## src/hdl/ferp_pkg.sv

```systemverilog
// Package: item types, format codes and field positions for the exponent range profiler.
`default_nettype none
package ferp_pkg;

    localparam int SITES  = 256;
    localparam int SITE_W = 8;
    localparam int EXP_W  = 11;
    localparam int RAW_W  = 64;

    localparam logic [1:0] FMT_BAD    = 2'd0;
    localparam logic [1:0] FMT_HALF   = 2'd1;
    localparam logic [1:0] FMT_SINGLE = 2'd2;
    localparam logic [1:0] FMT_DOUBLE = 2'd3;

    localparam int HALF_EXP_LSB   = 10;
    localparam int HALF_EXP_W     = 5;
    localparam int HALF_SIGN      = 15;
    localparam int SINGLE_EXP_LSB = 23;
    localparam int SINGLE_EXP_W   = 8;
    localparam int SINGLE_SIGN    = 31;
    localparam int DOUBLE_EXP_LSB = 52;
    localparam int DOUBLE_EXP_W   = 11;
    localparam int DOUBLE_SIGN    = 63;

    typedef struct packed {
        logic [1:0]        fmt;
        logic [SITE_W-1:0] site;
        logic [RAW_W-1:0]  raw_bits;
    } in_item_t;

    typedef struct packed {
        logic [SITE_W-1:0] site_echo;
        logic              seen;
        logic [EXP_W-1:0]  min_exp;
        logic [EXP_W-1:0]  max_exp;
        logic              neg_seen;
        logic              bad_format;
        logic              skipped;
    } out_item_t;

    // decoded sample, held between input stage and table update
    typedef struct packed {
        logic [SITE_W-1:0] site;
        logic [EXP_W-1:0]  expo;
        logic              neg;
        logic              bad;
        logic              skip;
    } samp_t;

    // one site's stored record
    typedef struct packed {
        logic             seen;
        logic [EXP_W-1:0] lo;
        logic [EXP_W-1:0] hi;
        logic             neg;
        logic             bad;
    } entry_t;

endpackage
`default_nettype wire

```

## src/hdl/ferp_extract.sv

```systemverilog
// Format decode: biased exponent, sign and skip flags of one raw value.
`default_nettype none
module ferp_extract
(
    input  ferp_pkg::in_item_t sample,
    output ferp_pkg::samp_t    samp
);
    import ferp_pkg::*;

    logic [EXP_W-1:0] expo;
    logic             neg;
    logic             bad;

    always_comb
    begin
        expo = '0;
        neg  = 1'b0;
        bad  = 1'b0;
        unique case (sample.fmt)
            FMT_HALF:
            begin
                expo = EXP_W'(sample.raw_bits[HALF_EXP_LSB +: HALF_EXP_W]);
                neg  = sample.raw_bits[HALF_SIGN];
            end
            FMT_SINGLE:
            begin
                expo = EXP_W'(sample.raw_bits[SINGLE_EXP_LSB +: SINGLE_EXP_W]);
                neg  = sample.raw_bits[SINGLE_SIGN];
            end
            FMT_DOUBLE:
            begin
                expo = EXP_W'(sample.raw_bits[DOUBLE_EXP_LSB +: DOUBLE_EXP_W]);
                neg  = sample.raw_bits[DOUBLE_SIGN];
            end
            FMT_BAD:
            begin
                bad = 1'b1;
            end
        endcase
    end

    assign samp.site = sample.site;
    assign samp.expo = expo;
    assign samp.neg  = neg;
    assign samp.bad  = bad;
    assign samp.skip = bad | (expo == '0);

endmodule
`default_nettype wire

```

## config.mk

```make
export PLATFORM = sky130hd
export DESIGN_NAME = ferp_extract
export DESIGN_NICKNAME = d
export VERILOG_FILES = /design/src/hdl/ferp_pkg.sv /design/src/hdl/ferp_extract.sv
export SDC_FILE = /design/constraint.sdc
export NUM_CORES = 1
export LEC_CHECK = 0
export BUFFER_PORTS_ARGS = -buffer_cell sky130_fd_sc_hd__clkbuf_2
export CORE_UTILIZATION = 19
export DETAILED_ROUTE_END_ITERATION = 12
export PLACE_DENSITY = 0.85
export SYNTH_ARGS = -nofsm -noshare
export SYNTH_HDL_FRONTEND = slang
export SYNTH_SLANG_ARGS = --single-unit
```

## constraint.sdc

```tcl
create_clock -name vclk -period 1.5
set_input_delay 0.3 -clock vclk [all_inputs]
set_output_delay 0.3 -clock vclk [all_outputs]
set_load 0.02 [all_outputs]
```

==> flow_metrics.env <==
export IMPL_status="finished with violations"
export IMPL_violations="design-rule violations, negative setup slack"
export IMPL_fin_ws_ps=-413
export IMPL_p_leak_nw=0.406
export IMPL_fmax_ghz=0.523
export IMPL_yosys_cell_types_count=18
export IMPL_max_stage_delay_ps=300
export IMPL_n_antenna_cell=0
export IMPL_synth_warnings=0
export IMPL_tightest_slew_ps=385
export IMPL_arrival_ps=1610
export IMPL_grt_ovfl_total=0
export IMPL_core_area_mm2=0.00158
export IMPL_vias=464
export IMPL_grt_antenna_before_repair=0
export IMPL_drtIter0Drc=10
export IMPL_layout_commonest_cell="clkbuf_2"
export IMPL_drv_slew=0
export IMPL_critPathKind="in2out"
export IMPL_maxSlewHeadroom=0.740
export IMPL_nets=160
export IMPL_drv_cap=0
export IMPL_grtUsageTotal=0.115
export IMPL_routed_wl_um=1260
export IMPL_setup_viol=4
export IMPL_drive_above_1_share=0.821
export IMPL_worstPathCellList="clkbuf_16 -> mux2_4 -> a22o_4 -> nor4_4 -> nor4b_4 -> buf_4"
export IMPL_worstSetupEndpointType="output pin"
export IMPL_setup_tns_ps=-636
export IMPL_fin_crit_ps=1910
export IMPL_worstPathMaxFanout=6
export IMPL_synth_avg_cell_area_um2=8.01
export IMPL_rows=14
export IMPL_cp_required_ps=1200
export IMPL_drtPass1Iterations=10
export IMPL_cp_slowest_cell="mux2_4"
export IMPL_hold_viol=0
export IMPL_period_share=1.28
export IMPL_yosysSeqAreaShare=0
export IMPL_port_buffers=43
export IMPL_dpl_hpwl_um=981
export IMPL_syn_to_final_growth_pct=108
export IMPL_whs_ps=600
export IMPL_rsz0062_at_grt="true"
export IMPL_cp_num_buf_inv=2
export IMPL_regArea_um2=0
export IMPL_die_w_um=44.1
export IMPL_grt_max_degree=8
export IMPL_start_kind="primary input"
export IMPL_hp_class="in2out"
export IMPL_grt_pass1_wl_um=1750
export IMPL_seq_cell_count=0
export IMPL_crit_family="simple AND/OR/NAND/NOR gates"
export IMPL_syn_area_um2=337
export IMPL_start_util=0.213
export IMPL_powerDensity_mw_per_mm2=354
export IMPL_routabilityCongestion=0.714
export IMPL_final_antenna_net_count=0
export IMPL_pin_count=96
export IMPL_hold_buffers=0
export IMPL_syn_inst=42
export IMPL_grt_pass1_vias=463
export IMPL_syn_num_nets=116
export IMPL_wl_per_cell_um=12.6
export IMPL_die_height_um=44.1
export IMPL_final_cell_mix="clkbuf_2, buf_4, mux2_4"
export IMPL_die_area_mm2=0.00194
export IMPL_vias_per_cell=4.64
export IMPL_clock_buffers=0
export IMPL_drc=3
export IMPL_ir_drop_mv=0.137
[logic make-up after synthesis]
kind of cell    after synthesis  synth area share
compound gates                9             0.212
mux                           9             0.312
buf+inv                      14             0.294
simple gates                 10             0.182
[cell type report]
| type | count | area, um2 |
|---|---|---|
| well taps | 16 | 20.0 |
| inverters | 1 | 3.75 |
| multi-input cells | 28 | 314 |
| fillers | 163 | 876 |
| repair buffers | 55 | 363 |
[power breakdown]
group / total, W / internal, W / switching [W]
combinational: 0.000248 / 0.000140 / 0.000108
sequential: 0 / 0 / 0
clock: 0 / 0 / 0
[worst paths after layout]
kind	from	end	slack, ps	cells past startpoint
setup / recovery	sample[73]	samp[0]	-410	6
hold / removal	sample[67]	samp[17]	600	0
[cells in the mapped netlist]
cell type / number / area (um2)
a21oi_1: 1 / 5.00
a22o_1: 6 / 52.6
and3_1: 3 / 18.8
buf_2: 1 / 5.00
buf_4: 10 / 75.1
buf_6: 1 / 11.3
clkbuf_1: 1 / 3.75
inv_1: 1 / 3.75
mux2_1: 3 / 33.8
mux2_2: 1 / 11.3
mux2_4: 2 / 30.0
mux2i_1: 3 / 30.0
nor2_1: 4 / 15.0
nor2b_1: 1 / 6.26
nor4_1: 1 / 6.26
nor4b_2: 1 / 15.0
o21ai_0: 1 / 5.00
o311ai_1: 1 / 8.76
[through the flow]
stage               total power, W  std cells  instance area [um2]  worst slack (ps)   util
global placement          0.000197         99                  592              -510  0.375
global route              0.000263        100                  701              -461  0.444
CTS                       0.000238        100                  683              -441  0.433
detailed placement        0.000201         99                  592              -524  0.375
floorplan                 0.000152         42                  385              -229      -
finish                    0.000248        100                  701              -413  0.444
[timing repair]
action | CTS | global route
resized for setup | 15 | 9
setup buffers | 1 | 0
pin swaps | 3 | 2
endpoints found under the hold margin | 0 | 0
setup endpoints to repair | 5 | 5
[per-layer routing]
layer	global-route usage	up-vias	routed length, um
met5	0	-	0
met4	0.0182	0	19
met3	0.00408	2	87
met2	0.259	24	715
met1	0.111	206	439
li1	-	232	-
Note: power is estimated with default switching activity, not from simulation.
